`src/design/cbsf_pkg.sv`:
```
// Shared constants for the centered box smoothing filter.
`default_nettype none

package cbsf_pkg;

    localparam int MAX_WINDOW  = 32;
    localparam int RING_DEPTH  = 64;
    localparam int INDEX_BITS  = 16;

    localparam int SAMPLE_W    = 8;
    localparam int WIN_W       = 6;
    localparam int RING_AW     = $clog2(RING_DEPTH);
    localparam int HALF_W      = $clog2(MAX_WINDOW / 2 + 1);
    localparam int TERM_W      = $clog2(MAX_WINDOW + 2);
    localparam int SUM_W       = $clog2((MAX_WINDOW + 1) * 255 + 1);
    localparam int ITER_W      = $clog2(SUM_W + 1);
    localparam int MAX_RESULTS = MAX_WINDOW / 2 + 1;
    localparam int NRES_W      = $clog2(MAX_RESULTS + 1);

endpackage

`default_nettype wire

```
`src/design/cbsf_ram.sv`:
```
// Generic single-write, single-read synchronous RAM with registered read data.
`default_nettype none

module cbsf_ram #(
    parameter int WIDTH = 8,
    parameter int DEPTH = 64
) (
    input  wire logic                     i_clk,
    input  wire logic                     i_we,
    input  wire logic [$clog2(DEPTH)-1:0] i_waddr,
    input  wire logic [WIDTH-1:0]         i_wdata,
    input  wire logic                     i_re,
    input  wire logic [$clog2(DEPTH)-1:0] i_raddr,
    output logic      [WIDTH-1:0]         o_rdata
);

    logic [WIDTH-1:0] r_mem [DEPTH];
    logic [WIDTH-1:0] r_rdata;

    always_ff @(posedge i_clk) begin
        if (i_we) begin
            r_mem[i_waddr] <= i_wdata;
        end
        if (i_re) begin
            r_rdata <= r_mem[i_raddr];
        end
    end

    assign o_rdata = r_rdata;

endmodule

`default_nettype wire

```
`src/design/cbsf_div.sv`:
```
// Restoring divider, one quotient bit per cycle: sum of terms over term count.
`default_nettype none

module cbsf_div
    import cbsf_pkg::*;
(
    input  wire logic                i_clk,
    input  wire logic                i_rst_n,
    input  wire logic                i_start,
    input  wire logic [SUM_W-1:0]    i_dividend,
    input  wire logic [TERM_W-1:0]   i_divisor,
    output logic                     o_done,
    output logic [SAMPLE_W-1:0]      o_quotient
);

    logic              r_busy;
    logic              r_done;
    logic [ITER_W-1:0] r_iter;
    logic [TERM_W-1:0] r_rem;
    logic [SUM_W-1:0]  r_quo;
    logic [TERM_W-1:0] r_div;

    logic [TERM_W:0]   n_shift;
    logic              n_ge;
    logic [TERM_W:0]   n_diff;

    always_comb begin
        n_shift = {r_rem, r_quo[SUM_W-1]};
        n_ge    = (n_shift >= {1'b0, r_div});
        n_diff  = n_shift - {1'b0, r_div};
    end

    always_ff @(posedge i_clk) begin
        if (!i_rst_n) begin
            r_busy <= 1'b0;
            r_done <= 1'b0;
            r_iter <= '0;
        end else begin
            r_done <= 1'b0;
            if (i_start) begin
                r_busy <= 1'b1;
                r_iter <= '0;
            end else if (r_busy) begin
                if (r_iter == ITER_W'(SUM_W - 1)) begin
                    r_busy <= 1'b0;
                    r_done <= 1'b1;
                end else begin
                    r_iter <= r_iter + 1'b1;
                end
            end
        end
    end

    always_ff @(posedge i_clk) begin
        if (i_start) begin
            r_rem <= '0;
            r_quo <= i_dividend;
            r_div <= i_divisor;
        end else if (r_busy) begin
            r_rem <= n_ge ? n_diff[TERM_W-1:0] : n_shift[TERM_W-1:0];
            r_quo <= {r_quo[SUM_W-2:0], n_ge};
        end
    end

    assign o_done     = r_done;
    assign o_quotient = r_quo[SAMPLE_W-1:0];

endmodule

`default_nettype wire

```
`src/design/centered_box_smoothing_filter.sv`:
```
// Top level: sample ring, result sequencer and output register of the smoother.
//
// Usage
//   s_axis: one request per raw sample; tdata[7:0] = sample, tlast = last sample
//           of the sequence. Taken only while the sequencer is idle.
//   m_axis: one request per smoothed sample; tdata[7:0] = filtered,
//           tlast = final smoothed sample of the sequence.
//   i_cfg_we / i_cfg_wdata: window length (6 bits), written while idle.
//           Above 32 acts as 32; below 2 passes samples through.
// Each accepted sample is written to the 64-entry ring, then every position
// whose right neighbours are present is smoothed (a tlast sample flushes all,
// up to 17 results). Each result with T terms (T = 1..33) passes the check
// step, T reads of the ring through its single read port, the bit-serial
// divider and the output step. A sample that yields no result passes only
// the check step before the next is accepted.
// Reset (synchronous, active low) clears the counters, sets the window to 1
// and empties the output register; ring contents are not cleared.
// A stalled receiver holds the result in the output register; the sequencer
// waits there and new samples may be taken once the current one is done.
`default_nettype none

module centered_box_smoothing_filter
    import cbsf_pkg::*;
(
    input  wire logic                i_clk,
    input  wire logic                i_rst_n,
    // configuration
    input  wire logic                i_cfg_we,
    input  wire logic [WIN_W-1:0]    i_cfg_wdata,      // [5:0] window_size
    // input stream
    input  wire logic                s_axis_tvalid,
    output logic                     s_axis_tready,
    input  wire logic [7:0]          s_axis_tdata,     // [7:0] sample
    input  wire logic                s_axis_tlast,     // last_sample
    // output stream
    output logic                     m_axis_tvalid,
    input  wire logic                m_axis_tready,
    output logic [7:0]               m_axis_tdata,     // [7:0] filtered
    output logic                     m_axis_tlast      // last_result
);

    localparam logic [2:0] S_IDLE    = 3'd0;
    localparam logic [2:0] S_CHECK   = 3'd1;
    localparam logic [2:0] S_READ    = 3'd2;
    localparam logic [2:0] S_DIVGO   = 3'd3;
    localparam logic [2:0] S_DIVWAIT = 3'd4;
    localparam logic [2:0] S_OUT     = 3'd5;

    logic [2:0]            r_state, n_state;
    logic [WIN_W-1:0]      r_window;
    logic [INDEX_BITS-1:0] r_rc, n_rc;      // samples received
    logic [INDEX_BITS-1:0] r_ec, n_ec;      // results emitted (= current position)
    logic                  r_last, n_last;
    logic [NRES_W-1:0]     r_nres, n_nres;
    logic [TERM_W-1:0]     r_j, n_j;        // term index being read
    logic                  r_pend, n_pend;  // read data arrives this cycle
    logic                  r_out_vld, n_out_vld;

    // payload
    logic [TERM_W-1:0]     r_terms, n_terms;
    logic                  r_ex, n_ex;
    logic                  r_res_last, n_res_last;
    logic [SUM_W-1:0]      r_sum, n_sum;
    logic [SAMPLE_W-1:0]   r_out_data, n_out_data;
    logic                  r_out_last, n_out_last;

    // window decode
    logic [WIN_W-1:0]      win_c;
    logic [HALF_W-1:0]     half;
    logic                  odd;

    // position bookkeeping
    logic [INDEX_BITS-1:0] pending, pend_m1;
    logic                  stop;
    logic [HALF_W-1:0]     np_left, np;
    logic                  ex_c;
    logic [TERM_W-1:0]     terms_c;

    // ring access
    logic                  in_acc;
    logic                  rd_en;
    logic [RING_AW-1:0]    rd_addr;
    logic [SAMPLE_W-1:0]   rd_data;
    logic [TERM_W-1:0]     j_inc;
    logic [RING_AW-1:0]    pair_dist;
    logic                  is_extra;

    logic                  div_start;
    logic                  div_done;
    logic [SAMPLE_W-1:0]   div_quo;
    logic                  out_load;

    assign in_acc = s_axis_tvalid && s_axis_tready;

    always_comb begin
        win_c = (r_window > WIN_W'(MAX_WINDOW)) ? WIN_W'(MAX_WINDOW) : r_window;
        half  = (win_c < WIN_W'(2)) ? '0 : HALF_W'(win_c >> 1);
        odd   = win_c[0] && (win_c >= WIN_W'(2));
    end

    // pairs are counted while inside both ends of the sequence
    always_comb begin
        pending = r_rc - r_ec;
        pend_m1 = pending - 1'b1;
        stop    = (r_nres == NRES_W'(MAX_RESULTS)) || (pending == '0) ||
                  (!r_last && (pending <= INDEX_BITS'(half)));
        np_left = (r_ec < INDEX_BITS'(half)) ? HALF_W'(r_ec) : half;
        np      = (pend_m1 < INDEX_BITS'(np_left)) ? HALF_W'(pend_m1) : np_left;
        ex_c    = odd && (INDEX_BITS'(half) < pending);
        terms_c = TERM_W'({np, 1'b0}) + TERM_W'(1) + TERM_W'(ex_c);
    end

    // term order: center, then (pos-d, pos+d) pairs, then the extra right term
    always_comb begin
        j_inc     = r_j + 1'b1;
        pair_dist = RING_AW'(j_inc >> 1);
        is_extra  = r_ex && (r_j == r_terms - 1'b1);
        if (is_extra) begin
            rd_addr = r_ec[RING_AW-1:0] + RING_AW'(half);
        end else if (r_j[0]) begin
            rd_addr = r_ec[RING_AW-1:0] - pair_dist;
        end else begin
            rd_addr = r_ec[RING_AW-1:0] + pair_dist;
        end
        rd_en = (r_state == S_READ) && (r_j < r_terms);
    end

    assign out_load = (r_state == S_OUT) && (!r_out_vld || m_axis_tready);

    always_comb begin
        n_state    = r_state;
        n_rc       = r_rc;
        n_ec       = r_ec;
        n_last     = r_last;
        n_nres     = r_nres;
        n_j        = r_j;
        n_pend     = 1'b0;
        n_terms    = r_terms;
        n_ex       = r_ex;
        n_res_last = r_res_last;
        n_sum      = r_sum;
        n_out_data = r_out_data;
        n_out_last = r_out_last;
        n_out_vld  = r_out_vld;
        div_start  = 1'b0;

        if (r_out_vld && m_axis_tready) begin
            n_out_vld = 1'b0;
        end

        case (r_state)
            S_IDLE: begin
                if (in_acc) begin
                    n_rc    = r_rc + 1'b1;
                    n_last  = s_axis_tlast;
                    n_nres  = '0;
                    n_state = S_CHECK;
                end
            end
            S_CHECK: begin
                if (stop) begin
                    if (r_last) begin
                        n_rc = '0;
                        n_ec = '0;
                    end
                    n_state = S_IDLE;
                end else begin
                    n_terms    = terms_c;
                    n_ex       = ex_c;
                    n_res_last = r_last && (pending == INDEX_BITS'(1));
                    n_j        = '0;
                    n_sum      = '0;
                    n_state    = S_READ;
                end
            end
            S_READ: begin
                if (rd_en) begin
                    n_j    = j_inc;
                    n_pend = 1'b1;
                end
                if (r_pend) begin
                    n_sum = r_sum + SUM_W'(rd_data);
                end
                if (!rd_en && !r_pend) begin
                    n_state = S_DIVGO;
                end
            end
            S_DIVGO: begin
                div_start = 1'b1;
                n_state   = S_DIVWAIT;
            end
            S_DIVWAIT: begin
                if (div_done) begin
                    n_state = S_OUT;
                end
            end
            S_OUT: begin
                if (out_load) begin
                    n_out_data = div_quo;
                    n_out_last = r_res_last;
                    n_out_vld  = 1'b1;
                    n_ec       = r_ec + 1'b1;
                    n_nres     = r_nres + 1'b1;
                    n_state    = S_CHECK;
                end
            end
            default: begin
                n_state = S_IDLE;
            end
        endcase
    end

    always_ff @(posedge i_clk) begin
        if (!i_rst_n) begin
            r_state   <= S_IDLE;
            r_window  <= WIN_W'(1);
            r_rc      <= '0;
            r_ec      <= '0;
            r_last    <= 1'b0;
            r_nres    <= '0;
            r_j       <= '0;
            r_pend    <= 1'b0;
            r_out_vld <= 1'b0;
        end else begin
            r_state   <= n_state;
            r_rc      <= n_rc;
            r_ec      <= n_ec;
            r_last    <= n_last;
            r_nres    <= n_nres;
            r_j       <= n_j;
            r_pend    <= n_pend;
            r_out_vld <= n_out_vld;
            if (i_cfg_we) begin
                r_window <= i_cfg_wdata;
            end
        end
    end

    always_ff @(posedge i_clk) begin
        r_terms    <= n_terms;
        r_ex       <= n_ex;
        r_res_last <= n_res_last;
        r_sum      <= n_sum;
        r_out_data <= n_out_data;
        r_out_last <= n_out_last;
    end

    cbsf_ram #(
        .WIDTH (SAMPLE_W),
        .DEPTH (RING_DEPTH)
    ) u_ring (
        .i_clk   (i_clk),
        .i_we    (in_acc),
        .i_waddr (r_rc[RING_AW-1:0]),
        .i_wdata (s_axis_tdata),
        .i_re    (rd_en),
        .i_raddr (rd_addr),
        .o_rdata (rd_data)
    );

    cbsf_div u_div (
        .i_clk      (i_clk),
        .i_rst_n    (i_rst_n),
        .i_start    (div_start),
        .i_dividend (r_sum),
        .i_divisor  (r_terms),
        .o_done     (div_done),
        .o_quotient (div_quo)
    );

    assign s_axis_tready = (r_state == S_IDLE);
    assign m_axis_tvalid = r_out_vld;
    assign m_axis_tdata  = r_out_data;
    assign m_axis_tlast  = r_out_last;

`ifndef NO_ASSERTIONS
    // never more results per sample than the flush limit
    a_nres_bound: assert property (@(posedge i_clk) disable iff (!i_rst_n)
        r_nres <= NRES_W'(MAX_RESULTS))
        else $error("result count past limit");

    // read data only follows a read issued in the read phase
    a_pend_src: assert property (@(posedge i_clk) disable iff (!i_rst_n)
        r_pend |-> ($past(r_state) == S_READ))
        else $error("ring read data without read");

    // divider finishes only while the sequencer waits for it
    a_div_done: assert property (@(posedge i_clk) disable iff (!i_rst_n)
        div_done |-> (r_state == S_DIVWAIT))
        else $error("divider done out of turn");

    // term count stays within one center plus a full window
    a_terms: assert property (@(posedge i_clk) disable iff (!i_rst_n)
        (r_state == S_READ) |-> (r_terms >= TERM_W'(1) && r_terms <= TERM_W'(MAX_WINDOW + 1)))
        else $error("term count out of range");

    // the end of a sequence restarts both counters
    a_seq_restart: assert property (@(posedge i_clk) disable iff (!i_rst_n)
        (r_state == S_CHECK && stop && r_last) |=> (r_rc == '0 && r_ec == '0))
        else $error("counters not cleared after last sample");
`endif

endmodule

`default_nettype wire
```
`config.mk`:
```
export PLATFORM = sky130hd
export DESIGN_NAME = centered_box_smoothing_filter
export DESIGN_NICKNAME = d
export VERILOG_FILES = /design/src/design/cbsf_pkg.sv /design/src/design/cbsf_ram.sv /design/src/design/cbsf_div.sv /design/src/design/centered_box_smoothing_filter.sv
export SDC_FILE = /design/constraint.sdc
export NUM_CORES = 1
export LEC_CHECK = 0
export BUFFER_PORTS_ARGS = -buffer_cell sky130_fd_sc_hd__buf_2
export CORE_MARGIN = 10
export CORE_UTILIZATION = 30
export CTS_BUF_LIST = sky130_fd_sc_hd__clkbuf_8 sky130_fd_sc_hd__clkbuf_16
export DETAILED_ROUTE_END_ITERATION = 8
export SLEW_MARGIN = 20
export SYNTH_ARGS = -nofsm -noshare
export SYNTH_HDL_FRONTEND = slang
export SYNTH_HIERARCHICAL = 1
export SYNTH_SLANG_ARGS = --single-unit
```
`constraint.sdc`:
```
create_clock -name i_clk -period 7.7 [get_ports i_clk]
set_input_delay 0.385 -clock i_clk [delete_from_list [all_inputs] [get_ports i_clk]]
set_output_delay 0.385 -clock i_clk [all_outputs]
set_load 0.05 [all_outputs]
```
==> summary.txt, run 1 <==
Status
  – Status: finished, final reports clean

Setup path
  – Register-to-register setup slack: 1940 ps
  – Worst r2r src: r_j[0]
  – Worst-path cell chain: inv_1, ha_1, nor4b_1, nand3_1, nand2_1, o21ai_0, ha_4, fa_4, buf_12, mux4_2, mux4_2, nor2_1, nor3_1, o2bb2ai_1
  – Worst reg-to-reg path cell count: 14
  – WP buf/inv: 2
  – Critical Path RT: 8040 ps
  – Delay-heaviest family, CP: adder cells
  – Slowest stage delay, CP: roughly 1500 ps
  – Crit Path Max Fanout: between 60 and 70
  – Worst R2R End: u_ring/o_rdata[2]
  – CP Capture Type: flip-flop
  – CP max stage cell: fa_4
  – Setup CP Type: reg2reg
  – Worst setup SP type: flip-flop
  – CP Data Arrival Time: 6100 ps
  – Most frequent CP cell: mux4_2

Logic synthesis
  – Post-synth ARST share: 0
  – Syn Inst Count: 1892
  – Net Count, Synth: ~2000
  – Cell type with the highest aggregate area in the netlist: edfxtp_1
  – Post-synthesis register bit count: 638
  – Count leader, synth: edfxtp_1
  – Commonest register cell after synthesis: edfxtp_1
  – Post-synth EDFFs: 571
  – Sequential fraction of the synthesis area: 0.649
  – Yosys cell types: 77
  – YS warnings: 6
  – Post-synth top area share: 0.602
  – Commonest cells post-synth: edfxtp_1, nor2_1, mux4_2
  – Mean Syn Cell Area: 15.1 um2
  – Cell Area, Synth: 28500 um2
  – Area contributors post-synth: edfxtp_1, mux4_2, dfxtp_1

STA
  – Final Critical Period: around 5800 ps
  – Setup TNS: 0 ps
  – Highest clock rate: 174 MHz
  – Slew @ Worst Pin: ~1100 ps
  – Rel. slew slack: 0.269
  – Post-Route Skew: about 36 ps
  – Final Slew Violations: 0
  – Endpoints failing hold: 0
  – Final worst-path cycle share: 0.748
  – Fin Hold WS: about 33 ps
  – Setup violators final: 0
  – RSZ-0062 raised after global routing: false
  – Final WS setup: 1940 ps

Finish
  – Area Overhead vs Synth: 13.0%
  – Filler cells: ~8900
  – Diode count: 0
  – Non-Filler Instances: 3219
  – Final Net Count: 2003
  – Layout cells sized above 1: 0.167

Clocking
  – Clk_lat worst skew: 630 ps
  – H-tree levels: 3
  – Clock tree buffer depth: 3
  – CTS tree: done
  – Worst-path clk slew: approximately 60 ps
  – CTS buffer count: 66
  – Clock sinks: 638
  – # Post-CTS Setup Buffers: 0
  – Root buffer cell: clkbuf_16

Die
  – Die width: 328 um
  – Die Ht: about 330 um
  – Top Ports: 31
  – # rows: approximately 110
  – Starting Density: 0.304
  – Core footprint: about 94000 um2
  – Die ar.: 108000 um2

Flow run
  – Max_cap viols: 0

Place
  – RD Place Congestion: 0.823
  – Place WS: 2070 ps
  – Cell count after placement: 3099
  – Post-DP HPWL: roughly 44 mm
  – Port Buffers: 30

Power and ir drop
  – Power Dens Cells: 347 nW/um2
  – Switch Pwr: 3730 uW
  – Leak pwr: approximately 0.01 uW
  – VDD IR max: 314 uV
  – Comb pwr share: 0.337
  – Clock share of power: 0.292
  – Sequential power share: 0.371
  – Switching share of power: 0.334
  – P_int: around 7400 uW

Hold path
  – HP Class: in2reg
  – Hold Crit Depth: 3
  – Hold path endpoint: r_window[5]
  – Worst Min Path Start: i_cfg_wdata[5]

Detailed routing
  – Drt wl/cell: about 21 um
  – Routed WL: around 67 mm
  – 1st-pass router iterations: 5
  – DRC: 0
  – Via density: 5.14
  – Via count: between 15000 and 20000
  – Detailed router's first-iteration violation count: 1433
  – Final ANT Viol Nets: 0

Global routing
  – Gr ovfl total: 0
  – Gr usage total: 0.124
  – First-pass GRT wire length: slightly above 100 mm
  – Initial antenna violation count: 0
  – Pin count of the biggest net entering global routing: 65
  – Vias in the first global route: 16734
## power groups by stage
stage,combinational (uW),sequential [uW],clock [uW]
6_report,3760,4150,3260
4_1_cts,3750,4150,3340
3_5_place_dp,3730,4220,0
5_1_grt,4070,4170,3480
2_1_floorplan,2700,4140,0
3_3_place_gp,3670,4220,0
## sequential cells by signal, indices dropped and copies added (netlist names), 3 cells and up
signal,count
u_div/r_iter,4
r_state,3
r_sum,14
r_terms,6
m_axis_tdata,8
u_div/r_rem,6
u_div/r_div,6
r_j,6
r_window,6
u_div/r_quo,14
u_ring/o_rdata,8
r_rc,16
r_nres,5
u_ring/r_mem,512
r_ec,16
## cell families (layout without fill, tap and decap cells)
| group | Yosys count | after routing | synth area share |
|---|---|---|---|
| DFF | 638 | 638 | 0.649 |
| and+or+nand+nor | 502 | 502 | 0.0847 |
| AOI/OAI and AO/OA | 240 | 240 | 0.0570 |
| muxes | 194 | 194 | 0.125 |
| buffers and inverters | 166 | 239 | 0.0278 |
| xor gates and xnor gates | 83 | 83 | 0.0255 |
| adders and majority gates | 69 | 69 | 0.0314 |
## worst max-delay path by stage
| stage | startpoint | end | slack (ps) | depth (start not counted) |
|---|---|---|---|---|
| after floorplan | r_j[0] | u_ring/o_rdata[0] | 3240 | 19 |
| after global placement | r_j[0] | u_ring/o_rdata[2] | 2110 | 14 |
| after detailed placement | r_j[0] | u_ring/o_rdata[2] | 2070 | 14 |
| after CTS | r_j[0] | u_ring/o_rdata[2] | 2040 | 14 |
| after global routing | r_window[5] | r_terms[4] | 1600 | 20 |
| final | r_j[0] | u_ring/o_rdata[2] | 1940 | 14 |
## metrics by stage
step / instance area [um2] / total power, uW / util
6_report: 32200 / 11200 / 0.343
3_3_place_gp: 29900 / 7890 / 0.319
5_1_grt: 32200 / 11700 / 0.343
4_1_cts: 32200 / 11200 / 0.343
3_5_place_dp: 29900 / 7950 / 0.319
2_1_floorplan: 28500 / 6840 / -
## area by class of cell
| class | instances | area (um2) | area share |
|---|---|---|---|
| flip-flops and latches | 638 | 18500 | 0.574 |
| repair buffers | 54 | 380 | 0.0118 |
| clock buffers | 69 | 1700 | 0.0529 |
| clock inverters | 50 | 522 | 0.0162 |
| well taps | 1254 | 1570 | 0.0487 |
| multi-input cells | 1088 | 9280 | 0.288 |
| inverters | 66 | 248 | 0.00770 |
## timing repair
action | in CTS | in global routing
resized for setup | 0 | 0
hold buffers | 1 | 0
hold endpoints to repair | 1 | 0
## per-layer routing
| layer | global-route usage | vias up | wire length [um] |
|---|---|---|---|
| met5 | 0.00453 | - | 57 |
| met4 | 0.0380 | 2 | 1660 |
| met3 | 0.0312 | 117 | 5090 |
| met2 | 0.194 | 570 | 31200 |
| met1 | 0.167 | 8505 | 29300 |
| li1 | - | 7364 | - |
## cells in the final DEF, fill, tap and decap left out, drive strengths merged, types with 6 or more instances in the layout
master    n
a21oi    60
and2      8
a21o     15
mux4    126
nand3    47
nor4     18
buf      53
clkbuf   69
dfxtp    67
a31oi    10
nor2b    27
edfxtp  571
o21a     12
a221oi    6
xor2     24
or4       8
mux2i    39
ha       65
o22ai    10
nand2b   15
a211oi   13
nor2    187
and3     11
a21boi    7
mux2     29
o21ai    42
bufinv    8
nand2    85
xnor2    59
clkinv   25
or2       6
nor3     41
a211o     7
inv      80
nand4    15
or3      14
o221ai    8
## worst min-delay path: stages
cell and delay [ps]:
buf_2 80, mux2i_1 60, nor2_1 70
Note: power is estimated with default switching activity, not from simulation.
==> run 2: changes to the inputs <==
clock period = 5.2 ns   (was 7.7 ns; I/O delays follow)
==> run 2 against run 1 <==
Effect of this change:
- non-clock buffer count rose by 40
- global-route usage fell by 0.16 points
- highest routed layer is now met4
- die area stayed put
- largest power group unchanged
==> summary.txt, run 2 (same netlist as run 1, synthesis figures left out) <==
STA
  – Final Slew Violations: 0
  – Setup violators final: 0
  – Setup TNS: 0 ps
  – Slew @ Worst Pin: 1010 ps
  – Highest clock rate: 207 MHz
  – Final Critical Period: slightly below 5000 ps
  – Final worst-path cycle share: 0.931
  – Rel. slew slack: 0.324
  – Fin Hold WS: about 71 ps
  – Post-Route Skew: approximately 51 ps
  – RSZ-0062 raised after global routing: false
  – Endpoints failing hold: 0

Place
  – Post-DP HPWL: 44.0 mm
  – Area post-placement: 30300 um2
  – Port Buffers: 30
  – RD Place Congestion: 0.853

Setup path
  – Register-to-register setup slack: 360 ps
  – Crit Path Max Fanout: 37
  – WP buf/inv: 2
  – CP Data Arrival Time: 5230 ps
  – Worst reg-to-reg path cell count: 14
  – Slowest stage delay, CP: between 900 and 1000 ps
  – CP Capture Type: flip-flop
  – Worst R2R End: u_ring/o_rdata[0]
  – CP max stage cell: fa_4
  – Worst r2r src: r_terms[1]
  – Worst setup SP type: flip-flop
  – Critical Path RT: 5590 ps
  – Delay-heaviest family, CP: adder cells
  – Worst-path cell chain: inv_1, ha_1, xnor2_1, nor4b_1, nand3_1, nand2_1, o21ai_0, ha_4, fa_4, buf_12, mux4_2, mux2_2, a221oi_1, o2bb2ai_1
  – Setup CP Type: reg2reg

Finish
  – Top reg by flops: u_ring/r_mem
  – Most common cell after layout, fill and taps aside: edfxtp_1
  – Diode count: 0
  – Max reg flops: approximately 510
  – Layout cells sized above 1: 0.170
  – Most frequent cells in the layout: edfxtp_1, nor2_1, mux4_2, nand2_1, inv_1
  – Top Registers: u_ring/r_mem: 512 flops, r_ec: 16 flops, r_rc: 16 flops
  – Area Overhead vs Synth: 13.5%
  – Final Net Count: 2037
  – Final instance area: 32300 um2

Detailed routing
  – Detailed router's first-iteration violation count: 1340
  – Via count: 16642
  – Drt wl/cell: 20.7 um
  – Via density: just over 5
  – DRC: 0
  – 1st-pass router iterations: 5
  – Final ANT Viol Nets: 0
  – Routed WL: approximately 67 mm

Hold path
  – HP Class: in2reg
  – Hold path endpoint: r_window[1]
  – Hold Crit Depth: 3
  – Worst Min Path Start: i_cfg_we

Global routing
  – Pin count of the biggest net entering global routing: 65
  – Gr ovfl total: 0
  – Gr usage total: 0.122
  – Initial antenna violation count: 0
  – First-pass GRT wire length: 103 mm
  – Vias in the first global route: around 17000

Flow run
  – Max_cap viols: 0

Power and ir drop
  – VDD IR max: 497 uV
  – Switching share of power: 0.331
  – Switch Pwr: ~5400 uW
  – Sequential power share: 0.377
  – Clock share of power: 0.268
  – Leak pwr: 0.0104 uW
  – Power Dens Cells: between 500 and 600 nW/um2
  – P_int: 10900 uW
  – Total power: 16300 uW
  – Comb pwr share: 0.356

Clocking
  – CTS tree: done
  – Clk_lat worst skew: 650 ps
  – Clock tree buffer depth: 3
  – Root buffer cell: clkbuf_16
  – Worst-path clk slew: 60 ps
  – H-tree levels: 2
  – # Post-CTS Setup Buffers: 0
  – Clock sinks: 638
  – CTS buffer count: 60

Die
  – Starting Density: 0.304
  – Die width: 328 um
  – Top Ports: 31
  – Core footprint: 93700 um2
  – # rows: 112
  – Die ar.: 108000 um2
  – Die Ht: 328 um

Status
  – Status: finished, final reports clean
## run 2: changes by cell type in the layout (fill, tap and decap cells not counted), moves of 3 or more
cell           previous run  this run
buf_12                    3        10
buf_4                    24        45
clkbuf_16                67        60
clkinv_1                 13        19
clkinv_2                  9         4
dlygate4sd3_1             1        11
inv_1                    75        78
## run 2: power groups by stage
stage               Sequential [uW]  Combinational (uW)  Clock, uW
CTS                            6130                5780       4450
floorplan                      6130                4000          0
global placement               6230                5640          0
detailed placement             6240                5740          0
finish                         6130                5780       4350
global route                   6150                6240       4670
## run 2: layout make-up
cell class	instances	area (um2)
Clock inverter	50	465
Multi-Input combinational cell	1088	9280
Timing Repair Buffer	94	788
Tap cell	1254	1570
Sequential cell	638	18500
Inverter	66	248
Clock buffer	60	1500
Fill cell	8849	61400
## run 2: worst reg2reg max path: stages (launching register included)
cell,delay (ps)
edfxtp_1,420
inv_1,100
ha_1,240
xnor2_1,120
nor4b_1,280
nand3_1,220
nand2_1,120
o21ai_0,140
ha_4,210
fa_4,950
buf_12,300
mux4_2,550
mux2_2,270
a221oi_1,530
o2bb2ai_1,150
## run 2: what timing repair did
action,CTS,global route
endpoints found under the hold margin,11,0
hold buffers,11,0
resized for setup,0,1
endpoints found under the setup margin,0,1
## run 2: worst max path at each step
stage	endpoint	slack, ps	startpoint	cells past startpoint
floorplan	u_ring/o_rdata[0]	740	r_j[0]	19
global placement	u_ring/o_rdata[3]	310	r_terms[0]	15
detailed placement	u_ring/o_rdata[5]	350	r_terms[1]	15
CTS	u_ring/o_rdata[5]	340	r_terms[0]	15
global route	u_ring/o_rdata[0]	20	r_terms[0]	15
finish	u_ring/o_rdata[0]	360	r_terms[1]	14
## run 2: routing by layer
layer / share of wire / track usage
met1: 0.44 / 0.169
met2: 0.47 / 0.197
met3: 0.067 / 0.0216
met4: 0.022 / 0.0324
met5: 0 / 0
## run 2: metrics by stage
step,cells,utilization,setup WS [ps]
floorplan,1892,-,740
global placement,3129,0.323,306
detailed placement,3129,0.323,347
CTS,3250,0.345,338
global route,3250,0.345,20.4
finish,3250,0.345,359
==> run 3: changes to the inputs <==
ABC_AREA = 1   (was default)
CAP_MARGIN = 20   (was default)
clock period = 5.4 ns   (was 5.2 ns; I/O delays follow)
==> run 3 against run 2 <==
Effect of this change:
- area after synthesis increased by 5.9%
- sequential share of layout area fell by 2.5 points
- setup slack improved by 36 ps
- global-route usage is 1.2 points higher
- combinational power rose by 7.3%
- via count up 29%
- sequential power down 3.8%
- first-iteration DRC count rose by 42%
- largest power group is now combinational cells
- highest routed layer unchanged
==> summary.txt, run 3 <==
Logic synthesis
  – Cell Area, Synth: 30200 um2
  – Post-synth top area share: 0.568
  – Commonest cells post-synth: nand2_1, edfxtp_1, nand3_1
  – Commonest register cell after synthesis: edfxtp_1
  – Post-synth EDFFs: 571
  – Sequential fraction of the synthesis area: 0.613
  – Syn Inst Count: ~3000
  – Area contributors post-synth: edfxtp_1, nand2_1, nand3_1
  – Net Count, Synth: approximately 3100
  – Post-synthesis register bit count: 638
  – YS warnings: 6
  – Yosys cell types: 60
  – Cell type with the highest aggregate area in the netlist: edfxtp_1
  – Mean Syn Cell Area: between 10 and 15 um2
  – Post-synth ARST share: 0
  – Count leader, synth: nand2_1

Finish
  – Layout cells sized above 1: 0.0771
  – Filler cells: between 10000 and 15000
  – Diode count: 0
  – Final instance area: 33800 um2
  – Util after Layout: 0.338
  – Most frequent cells in the layout: nand2_1, edfxtp_1, nand3_1, inv_1, nor2_1
  – Non-Filler Instances: about 4400
  – Area Overhead vs Synth: 12.1%
  – Most common cell after layout, fill and taps aside: nand2_1
  – Final Net Count: 3109
  – Top Registers: u_ring/r_mem: 512 flops, r_ec: 16 flops, r_rc: 16 flops
  – Top reg by flops: u_ring/r_mem
  – Max reg flops: just over 500

Die
  – Die ar.: 114000 um2
  – Top Ports: 31
  – Starting Density: 0.302
  – # rows: 116
  – Die width: around 340 um
  – Die Ht: about 340 um
  – Core footprint: 100000 um2

Setup path
  – Crit. Startpoint: r_terms[0]
  – Worst reg-to-reg path cell count: 19
  – CP Capture Type: flip-flop
  – Crit Path Max Fanout: 34
  – Worst R2R End: u_ring/o_rdata[0]
  – Crit path to: u_ring/o_rdata[0]
  – Setup CP Type: reg2reg
  – Worst setup SP type: flip-flop
  – Register-to-register setup slack: 400 ps
  – CP Data Arrival Time: 5420 ps
  – Worst r2r src: r_terms[0]
  – Critical Path RT: 5820 ps

Clocking
  – CTS buffer count: 61
  – Clk_lat worst skew: 660 ps
  – H-tree levels: 2
  – Post-cts resize count: 0
  – Worst-path clk slew: about 70 ps
  – Clock sinks: 638
  – Clock tree buffer depth: 3
  – CTS tree: done
  – # Post-CTS Setup Buffers: 0
  – Root buffer cell: clkbuf_16

Global routing
  – Pin count of the biggest net entering global routing: 177
  – Vias in the first global route: 20650
  – Gr ovfl total: 0
  – First-pass GRT wire length: 121 mm
  – Gr usage total: 0.134
  – Initial antenna violation count: 0

Detailed routing
  – DRC: 0
  – Drt wl/cell: 17.9 um
  – Via count: approximately 21000
  – 1st-pass router iterations: 6
  – Final ANT Viol Nets: 0
  – Via density: 4.89
  – Detailed router's first-iteration violation count: 1898
  – Routed WL: 78.1 mm

Place
  – Post-DP HPWL: 47.9 mm
  – Cell count after placement: 4242
  – Area post-placement: about 31000 um2
  – Port Buffers: 30
  – RD Place Congestion: 0.846

STA
  – Endpoints failing hold: 0
  – Rel. slew slack: 0.225
  – Setup TNS: 0 ps
  – Slew @ Worst Pin: ~1200 ps
  – Post-Route Skew: between 20 and 30 ps
  – Final worst-path cycle share: 0.927
  – Final Slew Violations: 0
  – Highest clock rate: 200 MHz
  – Setup violators final: 0
  – RSZ-0062 raised after global routing: false
  – Final Critical Period: around 5000 ps

Power and ir drop
  – VDD IR max: between 400 and 500 uV
  – Power Dens Cells: around 500 nW/um2
  – Leak pwr: 0.0127 uW

Flow run
  – Max_cap viols: 0

Hold path
  – HP Class: in2reg

Status
  – Status: finished, final reports clean
[run 3: changes by cell type in the layout (fill, tap and decap cells not counted), moves of 19 or more]
cell and delta:
nor2b_1 -27, a21oi_1 +25, xnor2_1 -45, mux2i_1 -39
mux4_2 -126, nand2_1 +833, xor2_1 +19, nand3_1 +484
inv_1 +107, mux2_2 -29
[run 3: timing repair]
item                                    in CTS  in global routing
hold endpoints to repair                     7                  0
hold buffers                                13                  0
endpoints found under the setup margin       0                  0
[run 3: layout make-up]
class	instances	area [um2]	area share
sequential	638	18500	0.547
multi-input combinational	2039	10000	0.297
clock inverter	54	667	0.0197
inverter	190	721	0.0213
clock buffer	62	1550	0.0459
timing repair buffer	90	746	0.0220
tap	1298	1620	0.0480
[run 3: power breakdown]
part	switching (uW)	internal, uW	total [uW]	leakage, uW
logic	4360	1840	6200	0.00596
registers	198	5700	5900	0.00569
clock network	1980	2730	4710	0.00108
total	6540	10300	16800	0.0127
[run 3: worst min path at each step]
stage / startpoint / endpoint / slack, ps / cells past startpoint
CTS: i_cfg_we / r_window[3] / 2 / 3
floorplan: s_axis_tdata[0] / u_ring/r_mem[0][0] / 370 / 0
detailed placement: r_res_last / m_axis_tlast / 410 / 0
global placement: r_res_last / m_axis_tlast / 410 / 0
global route: i_rst_n / r_state[0] / 60 / 2
finish: i_cfg_we / r_window[3] / 40 / 3
[run 3: worst max-delay path, stage by stage, from the launching register on]
cell and delay, ps:
edfxtp_1 420, inv_1 110, ha_1 210, xor2_1 220, nor2_1 70, a311o_1 260, a2111oi_0 290, o2111ai_1 440
nand2_1 150, o21ai_0 150, ha_4 230, fa_4 870, buf_4 420, nand3_1 210, nand3_1 170, nand2_1 120
nand2_1 90, nand3_1 160, nand3_1 110, nand2_1 50
[run 3: cell families after synthesis]
kind of cell | after synthesis | synth area share
flip-flops | 638 | 0.613
AND/OR/NAND/NOR | 1748 | 0.253
AO/OA/AOI/OAI | 163 | 0.0301
adder cells (fa/ha/maj) | 69 | 0.0296
XOR/XNOR | 59 | 0.0182
buffers and inverters | 333 | 0.0565
[run 3: per-stage QoR]
stage	hold slack (ps)	setup WS (ps)	total power [uW]
after floorplan	369	1410	10600
after global placement	405	501	12100
after detailed placement	409	438	12200
after CTS	2.32	440	16900
after global routing	56.6	37.5	17800
final	42.7	395	16800
[run 3: layer usage]
metal  share of wire  track usage  vias up
li1                -            -    10326
met1            0.45        0.187    10270
met2            0.46        0.212      684
met3           0.066       0.0217      116
met4           0.027       0.0418        0
met5               0            0        -
